### src/hw/rtl/owm_pkg.sv
`timescale 1ns / 1ps
// ----------------------------------------------------------------------------
// owm_pkg: shared types and constants of the 1-Wire bus master
// Payload structs for the channels, command and status codes, bus phases
// and the timing register file.
// ----------------------------------------------------------------------------
package owm_pkg;

    localparam int TICK_COUNTER_BITS_DEF = 10;
    localparam int QUEUE_DEPTH = 2;

    // Fixed recovery times after write slots, in ticks.
    localparam int REC_AFTER_ONE = 58;
    localparam int REC_AFTER_ZERO = 2;

    // Timing register reset values.
    localparam logic [9:0] RST_LOW_RESET = 10'd750;
    localparam logic [7:0] RST_RELEASE_RESET = 8'd15;
    localparam logic [7:0] PRES_WAIT_RESET = 8'd100;
    localparam logic [7:0] PRES_LOW_RESET = 8'd240;
    localparam logic [5:0] WR1_LOW_RESET = 6'd8;
    localparam logic [6:0] WR0_LOW_RESET = 7'd70;
    localparam logic [5:0] RD_LOW_RESET = 6'd10;
    localparam logic [6:0] RD_TAIL_RESET = 7'd45;

    localparam int CFG_INDEX_BITS = 4;
    localparam int CFG_DATA_BITS = 10;

    typedef enum logic [CFG_INDEX_BITS-1:0] {
        CFG_RST_LOW     = 4'd0,
        CFG_RST_RELEASE = 4'd1,
        CFG_PRES_WAIT   = 4'd2,
        CFG_PRES_LOW    = 4'd3,
        CFG_WR1_LOW     = 4'd4,
        CFG_WR0_LOW     = 4'd5,
        CFG_RD_LOW      = 4'd6,
        CFG_RD_TAIL     = 4'd7
    } cfg_index_t;

    typedef enum logic [1:0] {
        CMD_NONE  = 2'd0,
        CMD_RESET = 2'd1,
        CMD_WRITE = 2'd2,
        CMD_READ  = 2'd3
    } cmd_kind_t;

    typedef enum logic [1:0] {
        ST_OK          = 2'd0,
        ST_NO_PRESENCE = 2'd1,
        ST_PULSE_LONG  = 2'd2
    } status_t;

    typedef enum logic [3:0] {
        PH_IDLE      = 4'd0,
        PH_RST_LOW   = 4'd1,
        PH_RST_REL   = 4'd2,
        PH_PRES_HIGH = 4'd3,
        PH_PRES_LOW  = 4'd4,
        PH_WR_LOW    = 4'd5,
        PH_WR_REC    = 4'd6,
        PH_RD_LOW    = 4'd7,
        PH_RD_SAMPLE = 4'd8,
        PH_RD_TAIL   = 4'd9
    } phase_t;

    typedef struct packed {
        logic [1:0] command;
        logic [7:0] write_data;
        logic       line_level;
    } in_item_t;

    typedef struct packed {
        logic       drive_low;
        logic       busy_res;
        logic       done_res;
        logic [1:0] status;
        logic [7:0] read_data;
    } out_item_t;

    typedef struct packed {
        logic [CFG_INDEX_BITS-1:0] index;
        logic [CFG_DATA_BITS-1:0]  data;
    } cfg_wr_t;

    // One tick after classification, as it waits in the queue.
    typedef struct packed {
        cmd_kind_t  kind;
        logic [7:0] write_data;
        logic       line_level;
    } tick_item_t;

    typedef struct packed {
        logic push_ready;
        logic pop_valid;
    } queue_status_t;

    typedef struct packed {
        logic [9:0] rst_low;
        logic [7:0] rst_release;
        logic [7:0] pres_wait;
        logic [7:0] pres_low;
        logic [5:0] wr1_low;
        logic [6:0] wr0_low;
        logic [5:0] rd_low;
        logic [6:0] rd_tail;
    } timing_cfg_t;

endpackage

### src/hw/rtl/owm_chan_if.sv
`timescale 1ns / 1ps
// ----------------------------------------------------------------------------
// owm_chan_if: valid/ready channel
// Generic handshake channel; a transfer happens when valid and ready are high.
// ----------------------------------------------------------------------------
interface owm_chan_if #(
    parameter type payload_t = logic
);
    logic     valid;
    logic     ready;
    payload_t payload;

    modport source (output valid, output payload, input ready);
    modport sink (input valid, input payload, output ready);
endinterface

### src/hw/rtl/owm_cfg.sv
`timescale 1ns / 1ps
// ----------------------------------------------------------------------------
// owm_cfg: timing register file
// Holds the eight bus timing registers; writes to unknown indexes are dropped.
// ----------------------------------------------------------------------------
module owm_cfg (
    input  logic                 clk,
    input  logic                 rst_n,
    owm_chan_if.sink             cfg_ch,
    output owm_pkg::timing_cfg_t timing
);

    owm_pkg::timing_cfg_t timing_reg;
    logic                 wr_en;
    logic [owm_pkg::CFG_DATA_BITS-1:0] wdata;

    assign cfg_ch.ready = 1'b1;
    assign wr_en = cfg_ch.valid;
    assign wdata = cfg_ch.payload.data;
    assign timing = timing_reg;

    always_ff @(posedge clk or negedge rst_n)
    begin
        if (!rst_n)
        begin
            timing_reg.rst_low     <= owm_pkg::RST_LOW_RESET;
            timing_reg.rst_release <= owm_pkg::RST_RELEASE_RESET;
            timing_reg.pres_wait   <= owm_pkg::PRES_WAIT_RESET;
            timing_reg.pres_low    <= owm_pkg::PRES_LOW_RESET;
            timing_reg.wr1_low     <= owm_pkg::WR1_LOW_RESET;
            timing_reg.wr0_low     <= owm_pkg::WR0_LOW_RESET;
            timing_reg.rd_low      <= owm_pkg::RD_LOW_RESET;
            timing_reg.rd_tail     <= owm_pkg::RD_TAIL_RESET;
        end
        else if (wr_en)
        begin
            unique case (cfg_ch.payload.index)
                owm_pkg::CFG_RST_LOW:     timing_reg.rst_low     <= wdata[9:0];
                owm_pkg::CFG_RST_RELEASE: timing_reg.rst_release <= wdata[7:0];
                owm_pkg::CFG_PRES_WAIT:   timing_reg.pres_wait   <= wdata[7:0];
                owm_pkg::CFG_PRES_LOW:    timing_reg.pres_low    <= wdata[7:0];
                owm_pkg::CFG_WR1_LOW:     timing_reg.wr1_low     <= wdata[5:0];
                owm_pkg::CFG_WR0_LOW:     timing_reg.wr0_low     <= wdata[6:0];
                owm_pkg::CFG_RD_LOW:      timing_reg.rd_low      <= wdata[5:0];
                owm_pkg::CFG_RD_TAIL:     timing_reg.rd_tail     <= wdata[6:0];
                default:
                begin
                end
            endcase
        end
    end

endmodule

### src/hw/rtl/owm_front.sv
`timescale 1ns / 1ps
// ----------------------------------------------------------------------------
// owm_front: tick intake
// Accepts tick items, decodes the command field and pushes them to the queue.
// ----------------------------------------------------------------------------
module owm_front (
    owm_chan_if.sink              in_ch,
    input  owm_pkg::queue_status_t q_status,
    output logic                  push,
    output owm_pkg::tick_item_t   push_item
);

    assign in_ch.ready = q_status.push_ready;
    assign push = in_ch.valid && q_status.push_ready;

    always_comb
    begin
        push_item.write_data = in_ch.payload.write_data;
        push_item.line_level = in_ch.payload.line_level;
        unique case (in_ch.payload.command)
            owm_pkg::CMD_RESET: push_item.kind = owm_pkg::CMD_RESET;
            owm_pkg::CMD_WRITE: push_item.kind = owm_pkg::CMD_WRITE;
            owm_pkg::CMD_READ:  push_item.kind = owm_pkg::CMD_READ;
            default:            push_item.kind = owm_pkg::CMD_NONE;
        endcase
    end

endmodule

### src/hw/rtl/owm_queue.sv
`timescale 1ns / 1ps
// ----------------------------------------------------------------------------
// owm_queue: tick queue
// Short FIFO between intake and the bus sequencer.
// ----------------------------------------------------------------------------
module owm_queue (
    input  logic                   clk,
    input  logic                   rst_n,
    input  logic                   push,
    input  owm_pkg::tick_item_t    push_item,
    input  logic                   pop,
    output owm_pkg::tick_item_t    pop_item,
    output owm_pkg::queue_status_t q_status
);

    localparam int DEPTH = owm_pkg::QUEUE_DEPTH;
    localparam int AW = (DEPTH > 1) ? $clog2(DEPTH) : 1;
    localparam int CNTW = $clog2(DEPTH + 1);
    localparam logic [AW-1:0] LAST = AW'(DEPTH - 1);
    localparam logic [CNTW-1:0] FULL = CNTW'(DEPTH);

    owm_pkg::tick_item_t entry_reg [DEPTH];
    logic [AW-1:0]       wr_ptr_reg, rd_ptr_reg;
    logic [CNTW-1:0]     count_reg;

    assign q_status.push_ready = (count_reg != FULL);
    assign q_status.pop_valid = (count_reg != '0);
    assign pop_item = entry_reg[rd_ptr_reg];

    always_ff @(posedge clk)
    begin
        if (push)
        begin
            entry_reg[wr_ptr_reg] <= push_item;
        end
    end

    always_ff @(posedge clk or negedge rst_n)
    begin
        if (!rst_n)
        begin
            wr_ptr_reg <= '0;
            rd_ptr_reg <= '0;
            count_reg  <= '0;
        end
        else
        begin
            if (push)
            begin
                wr_ptr_reg <= (wr_ptr_reg == LAST) ? '0 : wr_ptr_reg + AW'(1);
            end
            if (pop)
            begin
                rd_ptr_reg <= (rd_ptr_reg == LAST) ? '0 : rd_ptr_reg + AW'(1);
            end
            if (push && !pop)
            begin
                count_reg <= count_reg + CNTW'(1);
            end
            else if (pop && !push)
            begin
                count_reg <= count_reg - CNTW'(1);
            end
        end
    end

    // The intake never pushes into a full queue, the sequencer never pops empty.
    a_no_overflow: assert property (@(posedge clk) disable iff (!rst_n)
        push |-> count_reg != FULL || pop)
        else $error("queue push while full");

    a_no_underflow: assert property (@(posedge clk) disable iff (!rst_n)
        pop |-> count_reg != '0)
        else $error("queue pop while empty");

endmodule

### src/hw/rtl/owm_back.sv
`timescale 1ns / 1ps
// ----------------------------------------------------------------------------
// owm_back: bus sequencer
// Runs one tick of the reset, write and read slot sequences per queued item
// and registers the per-tick result for the output channel.
// ----------------------------------------------------------------------------
module owm_back #(
    parameter int TICK_COUNTER_BITS = owm_pkg::TICK_COUNTER_BITS_DEF
) (
    input  logic                   clk,
    input  logic                   rst_n,
    input  owm_pkg::timing_cfg_t   timing,
    input  owm_pkg::queue_status_t q_status,
    input  owm_pkg::tick_item_t    item,
    output logic                   pop,
    owm_chan_if.source             out_ch
);

    localparam int CW = TICK_COUNTER_BITS;
    localparam int DW = (CW > 10) ? CW : 10;
    localparam logic [CW-1:0] TICK_MAX = '1;

    owm_pkg::phase_t  phase_reg, phase_next, ph_s;
    logic [CW-1:0]    tick_reg, tick_next, cnt_s, tick_base, tick_inc;
    logic [2:0]       bit_reg, bit_next, bit_s;
    logic [7:0]       shift_reg, shift_next, shift_s;
    owm_pkg::status_t status_reg, status_next;
    logic [7:0]       hold_reg, hold_next;
    logic [DW-1:0]    dur;
    logic             expired;
    logic             line;
    logic             drive;
    logic             done;
    logic             out_valid_reg;
    owm_pkg::out_item_t out_reg;

    assign line = item.line_level;
    assign pop = q_status.pop_valid && (!out_valid_reg || out_ch.ready);
    assign out_ch.valid = out_valid_reg;
    assign out_ch.payload = out_reg;

    // A command from idle starts its first phase on the same tick.
    always_comb
    begin
        ph_s = phase_reg;
        cnt_s = tick_reg;
        bit_s = bit_reg;
        shift_s = shift_reg;
        if (phase_reg == owm_pkg::PH_IDLE && item.kind != owm_pkg::CMD_NONE)
        begin
            bit_s = '0;
            cnt_s = '0;
            unique case (item.kind)
                owm_pkg::CMD_RESET: ph_s = owm_pkg::PH_RST_LOW;
                owm_pkg::CMD_WRITE:
                begin
                    ph_s = owm_pkg::PH_WR_LOW;
                    shift_s = item.write_data;
                end
                owm_pkg::CMD_READ:
                begin
                    ph_s = owm_pkg::PH_RD_LOW;
                    shift_s = '0;
                end
                default: ph_s = phase_reg;
            endcase
        end
    end

    // Length of the current timed phase and the saturating tick count.
    always_comb
    begin
        unique case (ph_s)
            owm_pkg::PH_RST_LOW:   dur = DW'(timing.rst_low);
            owm_pkg::PH_RST_REL:   dur = DW'(timing.rst_release);
            owm_pkg::PH_PRES_HIGH: dur = line ? DW'(timing.pres_wait) : DW'(timing.pres_low);
            owm_pkg::PH_PRES_LOW:  dur = DW'(timing.pres_low);
            owm_pkg::PH_WR_LOW:    dur = shift_s[0] ? DW'(timing.wr1_low) : DW'(timing.wr0_low);
            owm_pkg::PH_WR_REC:    dur = shift_s[0] ? DW'(owm_pkg::REC_AFTER_ONE)
                                                    : DW'(owm_pkg::REC_AFTER_ZERO);
            owm_pkg::PH_RD_LOW:    dur = DW'(timing.rd_low);
            owm_pkg::PH_RD_TAIL:   dur = DW'(timing.rd_tail);
            default:               dur = '0;
        endcase
    end

    // The first low sample of a presence pulse counts from zero.
    assign tick_base = (ph_s == owm_pkg::PH_PRES_HIGH && !line) ? '0 : cnt_s;
    assign tick_inc = (tick_base != TICK_MAX) ? tick_base + CW'(1) : tick_base;
    assign expired = (DW'(tick_inc) >= dur) || (tick_inc == TICK_MAX);

    always_comb
    begin
        phase_next = ph_s;
        tick_next = cnt_s;
        bit_next = bit_s;
        shift_next = shift_s;
        status_next = status_reg;
        hold_next = hold_reg;
        drive = 1'b0;
        done = 1'b0;
        unique case (ph_s)
            owm_pkg::PH_RST_LOW:
            begin
                drive = 1'b1;
                tick_next = tick_inc;
                if (expired)
                begin
                    phase_next = (timing.rst_release == '0) ? owm_pkg::PH_PRES_HIGH
                                                            : owm_pkg::PH_RST_REL;
                    tick_next = '0;
                end
            end
            owm_pkg::PH_RST_REL:
            begin
                tick_next = tick_inc;
                if (expired)
                begin
                    phase_next = owm_pkg::PH_PRES_HIGH;
                    tick_next = '0;
                end
            end
            owm_pkg::PH_PRES_HIGH:
            begin
                tick_next = tick_inc;
                if (!line)
                begin
                    phase_next = owm_pkg::PH_PRES_LOW;
                end
                if (expired)
                begin
                    status_next = line ? owm_pkg::ST_NO_PRESENCE : owm_pkg::ST_PULSE_LONG;
                    phase_next = owm_pkg::PH_IDLE;
                    tick_next = '0;
                    done = 1'b1;
                end
            end
            owm_pkg::PH_PRES_LOW:
            begin
                if (line)
                begin
                    status_next = owm_pkg::ST_OK;
                    phase_next = owm_pkg::PH_IDLE;
                    tick_next = '0;
                    done = 1'b1;
                end
                else
                begin
                    tick_next = tick_inc;
                    if (expired)
                    begin
                        status_next = owm_pkg::ST_PULSE_LONG;
                        phase_next = owm_pkg::PH_IDLE;
                        tick_next = '0;
                        done = 1'b1;
                    end
                end
            end
            owm_pkg::PH_WR_LOW:
            begin
                drive = 1'b1;
                tick_next = tick_inc;
                if (expired)
                begin
                    phase_next = owm_pkg::PH_WR_REC;
                    tick_next = '0;
                end
            end
            owm_pkg::PH_WR_REC:
            begin
                tick_next = tick_inc;
                if (expired)
                begin
                    tick_next = '0;
                    if (bit_s == 3'd7)
                    begin
                        phase_next = owm_pkg::PH_IDLE;
                        done = 1'b1;
                    end
                    else
                    begin
                        shift_next = {1'b0, shift_s[7:1]};
                        bit_next = bit_s + 3'd1;
                        phase_next = owm_pkg::PH_WR_LOW;
                    end
                end
            end
            owm_pkg::PH_RD_LOW:
            begin
                drive = 1'b1;
                tick_next = tick_inc;
                if (expired)
                begin
                    phase_next = owm_pkg::PH_RD_SAMPLE;
                    tick_next = '0;
                end
            end
            owm_pkg::PH_RD_SAMPLE, owm_pkg::PH_RD_TAIL:
            begin
                if (ph_s == owm_pkg::PH_RD_SAMPLE)
                begin
                    shift_next = {line, shift_s[7:1]};
                    tick_next = '0;
                end
                else
                begin
                    tick_next = tick_inc;
                end
                // The bit ends on the sample tick when there is no tail wait.
                if ((ph_s == owm_pkg::PH_RD_SAMPLE && timing.rd_tail == '0)
                    || (ph_s == owm_pkg::PH_RD_TAIL && expired))
                begin
                    tick_next = '0;
                    if (bit_s == 3'd7)
                    begin
                        hold_next = shift_next;
                        phase_next = owm_pkg::PH_IDLE;
                        done = 1'b1;
                    end
                    else
                    begin
                        bit_next = bit_s + 3'd1;
                        phase_next = owm_pkg::PH_RD_LOW;
                    end
                end
                else if (ph_s == owm_pkg::PH_RD_SAMPLE)
                begin
                    phase_next = owm_pkg::PH_RD_TAIL;
                end
            end
            owm_pkg::PH_IDLE:
            begin
            end
            default:
            begin
                phase_next = owm_pkg::PH_IDLE;
                tick_next = '0;
            end
        endcase
    end

    always_ff @(posedge clk or negedge rst_n)
    begin
        if (!rst_n)
        begin
            phase_reg <= owm_pkg::PH_IDLE;
            tick_reg <= '0;
            bit_reg <= '0;
            shift_reg <= '0;
            status_reg <= owm_pkg::ST_OK;
            hold_reg <= '0;
            out_valid_reg <= 1'b0;
        end
        else
        begin
            if (pop)
            begin
                phase_reg <= phase_next;
                tick_reg <= tick_next;
                bit_reg <= bit_next;
                shift_reg <= shift_next;
                status_reg <= status_next;
                hold_reg <= hold_next;
                out_valid_reg <= 1'b1;
            end
            else if (out_ch.ready)
            begin
                out_valid_reg <= 1'b0;
            end
        end
    end

    always_ff @(posedge clk)
    begin
        if (pop)
        begin
            out_reg.drive_low <= drive;
            out_reg.busy_res <= (phase_next != owm_pkg::PH_IDLE);
            out_reg.done_res <= done;
            out_reg.status <= status_next;
            out_reg.read_data <= hold_next;
        end
    end

    // Idle always comes with a cleared tick counter.
    a_idle_count_clear: assert property (@(posedge clk) disable iff (!rst_n)
        phase_reg == owm_pkg::PH_IDLE |-> tick_reg == '0)
        else $error("tick counter not cleared in idle");

    // A finishing tick leaves the sequencer idle and reports not busy.
    a_done_goes_idle: assert property (@(posedge clk) disable iff (!rst_n)
        pop && done |=> phase_reg == owm_pkg::PH_IDLE && !out_reg.busy_res)
        else $error("command finished but sequencer not idle");

    // A command taken from idle starts at bit zero.
    a_start_bit_zero: assert property (@(posedge clk) disable iff (!rst_n)
        pop && phase_reg == owm_pkg::PH_IDLE && item.kind != owm_pkg::CMD_NONE
        |=> bit_reg == '0 || phase_reg == owm_pkg::PH_IDLE)
        else $error("bit index not cleared at command start");

    // Status changes only on a tick that ends a reset command.
    a_status_only_on_done: assert property (@(posedge clk) disable iff (!rst_n)
        !$stable(status_reg) |-> $past(pop && done))
        else $error("status changed outside a finishing tick");

endmodule

### src/hw/rtl/one_wire_bus_master.sv
`timescale 1ns / 1ps
// ----------------------------------------------------------------------------
// one_wire_bus_master: 1-Wire bus master
// Top level: tick intake, queue, bus sequencer and timing registers.
// ----------------------------------------------------------------------------
// Each transfer on in_ch is one bus tick (normally one microsecond) and gives
// exactly one transfer on out_ch carrying the drive level and status of that
// tick. The block takes one tick every clock and produces one result every
// clock while out_ch is ready; back-pressure stalls both. A result passes
// through the two-entry queue and the output register before it is offered.
// The sequencer advances its state once per tick, so bus timing is counted
// in ticks, not in clocks. The user must write the timing registers through
// cfg_ch only while no command is running; the block does not enforce it.
module one_wire_bus_master #(
    parameter int TICK_COUNTER_BITS = owm_pkg::TICK_COUNTER_BITS_DEF
) (
    input logic        clk,
    input logic        rst_n,
    owm_chan_if.sink   in_ch,
    owm_chan_if.source out_ch,
    owm_chan_if.sink   cfg_ch
);

    owm_pkg::timing_cfg_t   timing;
    owm_pkg::queue_status_t q_status;
    owm_pkg::tick_item_t    push_item;
    owm_pkg::tick_item_t    pop_item;
    logic                   push;
    logic                   pop;

    owm_cfg u_cfg (
        .clk    (clk),
        .rst_n  (rst_n),
        .cfg_ch (cfg_ch),
        .timing (timing)
    );

    owm_front u_front (
        .in_ch     (in_ch),
        .q_status  (q_status),
        .push      (push),
        .push_item (push_item)
    );

    owm_queue u_queue (
        .clk       (clk),
        .rst_n     (rst_n),
        .push      (push),
        .push_item (push_item),
        .pop       (pop),
        .pop_item  (pop_item),
        .q_status  (q_status)
    );

    owm_back #(
        .TICK_COUNTER_BITS (TICK_COUNTER_BITS)
    ) u_back (
        .clk      (clk),
        .rst_n    (rst_n),
        .timing   (timing),
        .q_status (q_status),
        .item     (pop_item),
        .pop      (pop),
        .out_ch   (out_ch)
    );

endmodule

### src/flat_wrapper.sv
// flat-port wrapper written by rule: the top's interface ports become plain ports
module one_wire_bus_master_flat 
#(
    parameter int TICK_COUNTER_BITS = owm_pkg::TICK_COUNTER_BITS_DEF
)
  (clk, rst_n, in_ch_valid, in_ch_payload, in_ch_ready, out_ch_valid, out_ch_payload, out_ch_ready, cfg_ch_valid, cfg_ch_payload, cfg_ch_ready);
  owm_chan_if #(.payload_t(owm_pkg::in_item_t)) in_ch_i ();
  owm_chan_if #(.payload_t(owm_pkg::out_item_t)) out_ch_i ();
  owm_chan_if #(.payload_t(owm_pkg::cfg_wr_t)) cfg_ch_i ();
  input logic clk;
  input logic rst_n;
  input wire logic [$bits(in_ch_i.valid)-1:0] in_ch_valid;
  input wire logic [$bits(in_ch_i.payload)-1:0] in_ch_payload;
  output wire logic [$bits(in_ch_i.ready)-1:0] in_ch_ready;
  output wire logic [$bits(out_ch_i.valid)-1:0] out_ch_valid;
  output wire logic [$bits(out_ch_i.payload)-1:0] out_ch_payload;
  input wire logic [$bits(out_ch_i.ready)-1:0] out_ch_ready;
  input wire logic [$bits(cfg_ch_i.valid)-1:0] cfg_ch_valid;
  input wire logic [$bits(cfg_ch_i.payload)-1:0] cfg_ch_payload;
  output wire logic [$bits(cfg_ch_i.ready)-1:0] cfg_ch_ready;
  assign in_ch_i.valid = in_ch_valid;
  assign in_ch_i.payload = in_ch_payload;
  assign in_ch_ready = in_ch_i.ready;
  assign out_ch_valid = out_ch_i.valid;
  assign out_ch_payload = out_ch_i.payload;
  assign out_ch_i.ready = out_ch_ready;
  assign cfg_ch_i.valid = cfg_ch_valid;
  assign cfg_ch_i.payload = cfg_ch_payload;
  assign cfg_ch_ready = cfg_ch_i.ready;
  one_wire_bus_master #(.TICK_COUNTER_BITS(TICK_COUNTER_BITS)) u_core (.clk(clk), .rst_n(rst_n), .in_ch(in_ch_i), .out_ch(out_ch_i), .cfg_ch(cfg_ch_i));
endmodule
### config.mk
export PLATFORM = sky130hd
export DESIGN_NAME = one_wire_bus_master_flat
export DESIGN_NICKNAME = d
export VERILOG_FILES = /design/src/hw/rtl/owm_pkg.sv /design/src/hw/rtl/owm_chan_if.sv /design/src/hw/rtl/owm_cfg.sv /design/src/hw/rtl/owm_front.sv /design/src/hw/rtl/owm_queue.sv /design/src/hw/rtl/owm_back.sv /design/src/hw/rtl/one_wire_bus_master.sv /design/src/flat_wrapper.sv
export SDC_FILE = /design/constraint.sdc
export NUM_CORES = 1
export LEC_CHECK = 0
export BUFFER_PORTS_ARGS = -buffer_cell sky130_fd_sc_hd__buf_2
export CORE_MARGIN = 1
export CORE_UTILIZATION = 45
export CTS_CLUSTER_DIAMETER = 80
export CTS_CLUSTER_SIZE = 8
export DETAILED_ROUTE_END_ITERATION = 10
export PLACE_DENSITY = 0.7
export SYNTH_ARGS = -nofsm -noshare
export SYNTH_HDL_FRONTEND = slang
export SYNTH_SLANG_ARGS = --single-unit
export TNS_END_PERCENT = 50
### constraint.sdc
create_clock -name clk -period 11.41 [get_ports clk]
set_clock_uncertainty 0.2 [all_clocks]
set_input_delay 0 -clock clk [delete_from_list [all_inputs] [get_ports clk]]
set_output_delay 0 -clock clk [all_outputs]
set_load 0.02 [all_outputs]
### After elaboration in Yosys (flattened, before gate mapping)

Memories as Yosys holds them, arrays and structs flattened.
Cells that the tools add are included.
W data, S select, Z words.

* $lt $le $gt $ge: 1
* reduce and logical (&&, ||, !) cells: 36
* mux-type cells: 64
* add/subtract/negate cells: 6
* equality and inequality tests: 26

Operator list (number)
* $pmux W10 S8: 1
* $mux W10: 7
* $mux W8: 8
* $mux W4: 12
* $pmux W10 S4: 1
* $pmux W4 S9: 1
* $eq A4 B3 Y1 const B: 8
* $pmux W8 S2: 2
* $mux W3: 6
* $eq A4 B2 Y1 const B: 4
* $reduce_and A2 Y1: 8
* $mux W1: 13
* $logic_not A4 Y1: 3
* $mux W2: 6
* $pmux W4 S3: 1
* $add A10 B1 Y10 const B: 1
* $eq A10 B10 Y1 const B: 1
* $ge A10 B10 Y1: 1
* $ne A10 B10 Y1 const B: 1
* $eq A2 B2 Y1 const B: 4
* $eq A4 B1 Y1 const B: 2
* $eq A4 B4 Y1 const B: 2
* $logic_and A1 B1 Y1: 8
* $logic_not A8 Y1: 1
* 21 further kinds: 31

* output and inout port bits: 16
* bits of input ports: 30
* memories kept: 1
* bits in writable memories: 22
* register bits: 113

Memories
* u_core.u_queue.entry_reg: depth 2, bits a word 11, read ports 1, clocked after memory_dff 0, write ports 1, RTL line owm_queue.sv:22 `owm_pkg::tick_item_t entry_reg [DEPTH];`

### Longest topological paths before layout

An unclocked memory read counts as a cell.

* word-level depth: 16
* gate-level depth with buffers: 21
* mapped depth without buffers: 17

### Hierarchy

A second synthesis with hierarchy kept.

* cells, all modules: 671
* area, all modules: 7475.9 sq um

By module, submodules not included
* owm_back: times used 1, cells each 470, area an instance 3987.6 sq um
* owm_cfg: times used 1, cells each 138, area an instance 2381.0 sq um
* owm_queue: times used 1, cells each 50, area an instance 1018.5 sq um
* owm_front: times used 1, cells each 13, area an instance 88.8 sq um

### Least setup slack after synthesis

Ideal clock, no wire load.

* kind: register to register
* from: reg u_core.u_back.phase_reg[0]
* to: reg u_core.u_back.out_reg, in the netlist u_core.u_back.out_ch.payload[11], data pin
* setup slack: 5.264 ns
* cell stages (with the launch flop): 18
* data required time: 10.938 ns
* path buffers: 2
* arrival: 5.674 ns
* library setup time: 0.272 ns
* clock period less this slack: 6.146 ns
* cells stage by stage: dfrtp_1 > clkbuf_1 > nor4_1 > nor2b_1 > buf_1 > mux2i_1 > mux2i_1 > a21oi_1 > a221oi_1 > ha_1 > a21o_1 > a2111oi_0 > o21a_1 > o21ai_0 > a2111oi_2 > nor2_1 > or4_1 > or4_1

* word-level cells in the longest chain between the ends: 15
* elaborated cells between the ends (all ways): 48
* those cells by class: add/sub: 1; order compare: 1; eq/ne: 12; mux: 24; reduce/logical: 10

Ends and longest elaborated chain
* start, declared: RTL line owm_back.sv:23 `owm_pkg::phase_t phase_reg, phase_next, ph_s;`
* start signal, assigned: RTL line owm_back.sv:246 `phase_reg <= owm_pkg::PH_IDLE;`
* start signal, assigned: RTL line owm_back.sv:258 `phase_reg <= phase_next;`
* $logic_not A4 Y1: RTL line owm_back.sv:49 `if (phase_reg == owm_pkg::PH_IDLE && item.kind != owm_pkg::CMD_NONE)`
* $logic_and A1 B1 Y1: RTL line owm_back.sv:49
* $mux W4: RTL line owm_back.sv:49
* $eq A4 B2 Y1: RTL line owm_back.sv:73, owm_back.sv:88, owm_back.sv:102
* $logic_and A1 B1 Y1: RTL line owm_back.sv:88 `assign tick_base = (ph_s == owm_pkg::PH_PRES_HIGH && !line) ? '0 : cnt_s;`
* $mux W10: RTL line owm_back.sv:88
* $add A10 B1 Y10 / $ne A10 B10 Y1 (equally long branches): RTL line owm_back.sv:89 `assign tick_inc = (tick_base != TICK_MAX) ? tick_base + CW'(1) : tick_base;`
* $mux W10: RTL line owm_back.sv:89
* $ge A10 B10 Y1 / $eq A10 B10 Y1 (equally long branches): RTL line owm_back.sv:90 `assign expired = (DW'(tick_inc) >= dur) || (tick_inc == TICK_MAX);`
* $logic_or A1 B1 Y1: RTL line owm_back.sv:90
* $logic_and A1 B1 Y1: RTL line owm_back.sv:211 `|| (ph_s == owm_pkg::PH_RD_TAIL && expired))`
* $logic_or A1 B1 Y1: RTL line owm_back.sv:211
* $mux W4: RTL line owm_back.sv:210 `if ((ph_s == owm_pkg::PH_RD_SAMPLE && timing.rd_tail == '0)`
* $pmux W4 S9 *: RTL line owm_back.sv:102 `unique case (ph_s)`
* $reduce_bool A4 Y1 *: RTL line owm_back.sv:278 `out_reg.busy_res <= (phase_next != owm_pkg::PH_IDLE);`
* end, declared: RTL line owm_back.sv:35 `owm_pkg::out_item_t out_reg;`

Every way passes the cells marked *; elsewhere a longest branch is shown, timed or not.
A chain may end at the register's enable or synchronous reset.

### Final worst setup path

* from: reg u_core.u_queue.rd_ptr_reg
* to: reg u_core.u_back.out_reg, in the netlist u_core.u_back.out_ch.payload[11], data pin

* word-level cells in the longest chain between the ends: 16
* elaborated cells between the ends (all ways): 55
* those cells by class: add/sub: 1; order compare: 1; eq/ne: 15; mux: 26; reduce/logical: 11; memory: 1

Ends and longest elaborated chain
* start, declared: RTL line owm_queue.sv:23 `logic [AW-1:0] wr_ptr_reg, rd_ptr_reg;`
* start signal, assigned: RTL line owm_queue.sv:54 `rd_ptr_reg <= (rd_ptr_reg == LAST) ? '0 : rd_ptr_reg + AW'(1);`
* $mem_v2 Z2 W11 *
* $eq A2 B2 Y1, or another cell as far along: RTL line owm_back.sv:53 `unique case (item.kind)`
* $pmux W4 S3 / $logic_and A1 B1 Y1 (equally long branches): RTL line owm_back.sv:53, owm_back.sv:49
* $mux W4: RTL line owm_back.sv:49
* $eq A4 B2 Y1: RTL line owm_back.sv:73, owm_back.sv:88, owm_back.sv:102
* $logic_and A1 B1 Y1: RTL line owm_back.sv:88
* $mux W10: RTL line owm_back.sv:88
* $add A10 B1 Y10 / $ne A10 B10 Y1 (equally long branches): RTL line owm_back.sv:89
* $mux W10: RTL line owm_back.sv:89
* $ge A10 B10 Y1 / $eq A10 B10 Y1 (equally long branches): RTL line owm_back.sv:90
* $logic_or A1 B1 Y1: RTL line owm_back.sv:90
* $logic_and A1 B1 Y1: RTL line owm_back.sv:211
* $logic_or A1 B1 Y1: RTL line owm_back.sv:211
* $mux W4: RTL line owm_back.sv:210
* $pmux W4 S9 *: RTL line owm_back.sv:102
* $reduce_bool A4 Y1 *: RTL line owm_back.sv:278

Marked as above.

==> metrics.csv <==
metric;value;unit
outcome;finished clean;
CORE AREA;15300;sq um
# H-tree levels;4;
Max Clk Rate;152;MHz
Reg clk slew, reported paths;0.06;ns
setup tns final;0;ns
peak supply drop;0.000138;V
endpoints failing setup;0;
Area growth syn-to-layout;17.7;%
WP data arrival;6.55;ns
Avg WL per Cell;18.9;um
Avg Inst Size Synth;11.3;sq um
number of synthesized flops with an enable pin;35;
Ports;46;
Net count, final;739;
TritonCTS clock tree;yes;
die area;16300;sq um
clk_lat worst skew;0.43;ns
Largest stage delay, worst path;0.78;ns
die height;128;um
HPWL after DPL;11700;um
die width;128;um
Initial Util;46.5;%
DRC errors left;0;
CP Class;flop to flop;
Yosys warnings;0;
Tcrit/Tclk final;57.8;%
Hold Path Class;input pin to flop;
CTS resizes;0;
DP Area;7530;sq um
Post-DRT Antenna Nets;0;
Slew @ Worst Pin;1.27;ns
share of cells above drive strength 1;29.1;%
post-synthesis register bit count;135;
sequential area share after synthesis;50.4;%
worst path bufs/invs;0;
clk buf depth;2;
pin count of the biggest net entering global routing;75;
worst-path fanout max;15;
number of global-route vias before repair;5700;
Root Driver;clkbuf_16;
first-pass iteration count of the detailed router;5;
startpoint types;flop;
post-route total power;2.18;mW
PwrDens;261;nW/um^2
top_reg_cell synth;dfrtp_1;
final WL;17400;um
most frequent cells in the layout;81 x mux2_2, 72 x dfrtp_1, 67 x nor2_1;
initial antenna violation count;0;
ant diodes;0;
Worst path slowest cell;dfrtp_1;
total global routing overflow;0;
DR iter-0 viols;454;
first-pass GRT wire length;28900;um
fin util;54.7;%
Placer Congestion;0.970;
maxcap violations;0;
Rel. slew slack;15.2;%
CP Cell Sequence;or3b_4 > and3_1 > nor2_1 > and2_1 > ha_1 > nand4_1 > or4b_4 > nand2_1 > ha_1 > a211oi_1 > o21a_1 > o21ai_0 > a2111oi_2 > nor2_1 > or4_1 > or4_1;
min cycle time layout;6.59;ns
Fin. Hold Viols;0;
via count;5422;
most common cell after layout, fill and taps aside;mux2_2;
final instance area;8370;sq um
number of fill cells in the layout;1323;
critical path's top delay family;simple AND/OR/NAND/NOR gates;
Post-synth ARST share;74.1;%
CTS sink count;135;
# rows;45;
Mapped Cells;630;
GRT Util Overall;23.0;%
Vias/cell;5.89;
cts bufs inserted;17;
Mapped Area;7120;sq um
number of port buffers;44;
Worst Setup End Kind;flop;
Leakage;3.56;nW
number of flip-flops under the largest register name;60;
RSZ-0062 raised after global routing;false;
Max Slew Vio Count;0;
Synth Net Count;673;
worst path required time;11.37;ns
Cell variety after synth;65;
[logic make-up (layout without fill, tap and decap cells)]
family          after synthesis  after routing  share of synthesized area, %
simple gates                184            184                          12.9
flops                       135            135                          50.4
mux                         125            125                          19.0
compound gates              124            124                          12.0
buf+inv                      41            120                          2.44
fa+ha+maj                    13             13                          2.29
xor+xnor                      7              7                         0.861
other cells                   1              1                        0.0527
[metrics by stage]
step / worst slack, ns / std cells / hold WS [ns]
3_3_place_gp: 5.12 / 860 / -0.250
2_1_floorplan: 5.26 / 630 / -0.496
4_1_cts: 4.92 / 920 / 0.0566
5_1_grt: 4.34 / 920 / 0.105
3_5_place_dp: 4.94 / 860 / -0.252
6_report: 4.82 / 920 / 0.0741
[layer usage]
layer | vias up | share of wire [%] | track usage [%] | wire length, um
met5 | - | 0 | 0 | 0
met4 | 0 | 2.6 | 9.76 | 456
met3 | 38 | 4.9 | 4.92 | 853
met2 | 197 | 50 | 39.6 | 8750
met1 | 2689 | 42 | 27.8 | 7320
li1 | 2498 | - | - | -
[where the power goes]
| group | switching (mW) | internal (mW) | total, mW | leakage (nW) |
|---|---|---|---|---|
| clock | 0.220 | 0.299 | 0.520 | 0.264 |
| sequential | 0.102 | 0.654 | 0.756 | 1.53 |
| combinational | 0.549 | 0.359 | 0.908 | 1.76 |
| total | 0.871 | 1.31 | 2.18 | 3.56 |
[Yosys cell counts, types with 6 or more instances]
| master | n | area, sq um |
|---|---|---|
| nor4_1 | 7 | 43.8 |
| a222oi_1 | 7 | 70.1 |
| edfxtp_1 | 35 | 1050 |
| dfstp_2 | 28 | 736 |
| nand4_1 | 6 | 37.5 |
| clkbuf_1 | 28 | 105 |
| nand2_1 | 40 | 150 |
| o21ai_0 | 20 | 100 |
| mux2i_1 | 44 | 440 |
| mux2_2 | 81 | 912 |
| inv_1 | 7 | 26.3 |
| dfrtp_1 | 72 | 1800 |
| a21oi_1 | 31 | 155 |
| nor2_1 | 67 | 251 |
| and3_1 | 10 | 62.6 |
| a31oi_1 | 14 | 87.6 |
| nor3_1 | 7 | 35.0 |
| nand3_1 | 10 | 50.1 |
| a22o_1 | 8 | 70.1 |
| and2_1 | 6 | 37.5 |
| ha_1 | 13 | 163 |
[final timing paths]
check                                      startpoint                               end  slack [ns]  cells past startpoint
max                         u_core.u_queue.rd_ptr_reg  u_core.u_back.out_ch.payload[11]        4.82                     16
min                                cfg_ch_payload[13]            u_core.u_cfg.timing[4]        0.07                      4
max reg2reg                 u_core.u_queue.rd_ptr_reg  u_core.u_back.out_ch.payload[11]        4.82                     16
min reg2reg                u_core.u_back.shift_reg[7]        u_core.u_back.shift_reg[7]        0.28                      2
max in group asynchronous                       rst_n           u_core.u_cfg.timing[41]        9.68                      4
min in group asynchronous                       rst_n        u_core.u_back.shift_reg[4]        0.41                      4
[tightest hold or removal path, stage by stage]
cell and delay [ns]:
buf_2 0.08, nand3b_1 0.15, nor2_1 0.18, mux2_2 0.26
[final cells by class]
cell class	instances	area [sq um]	area share, %
Inverter	7	26.3	0.314
Multi-Input combinational cell	454	3360	40.1
Timing Repair Buffer	81	581	6.93
Clock buffer	17	425	5.08
Sequential cell	135	3590	42.9
Tap cell	211	264	3.15
Clock inverter	15	128	1.52
[timing repair]
item,in CTS,in global routing
hold buffers,28,0
buffers inserted,0,0
hold endpoints to repair,123,0
No activity file was read; power rests on OpenSTA's default activity.
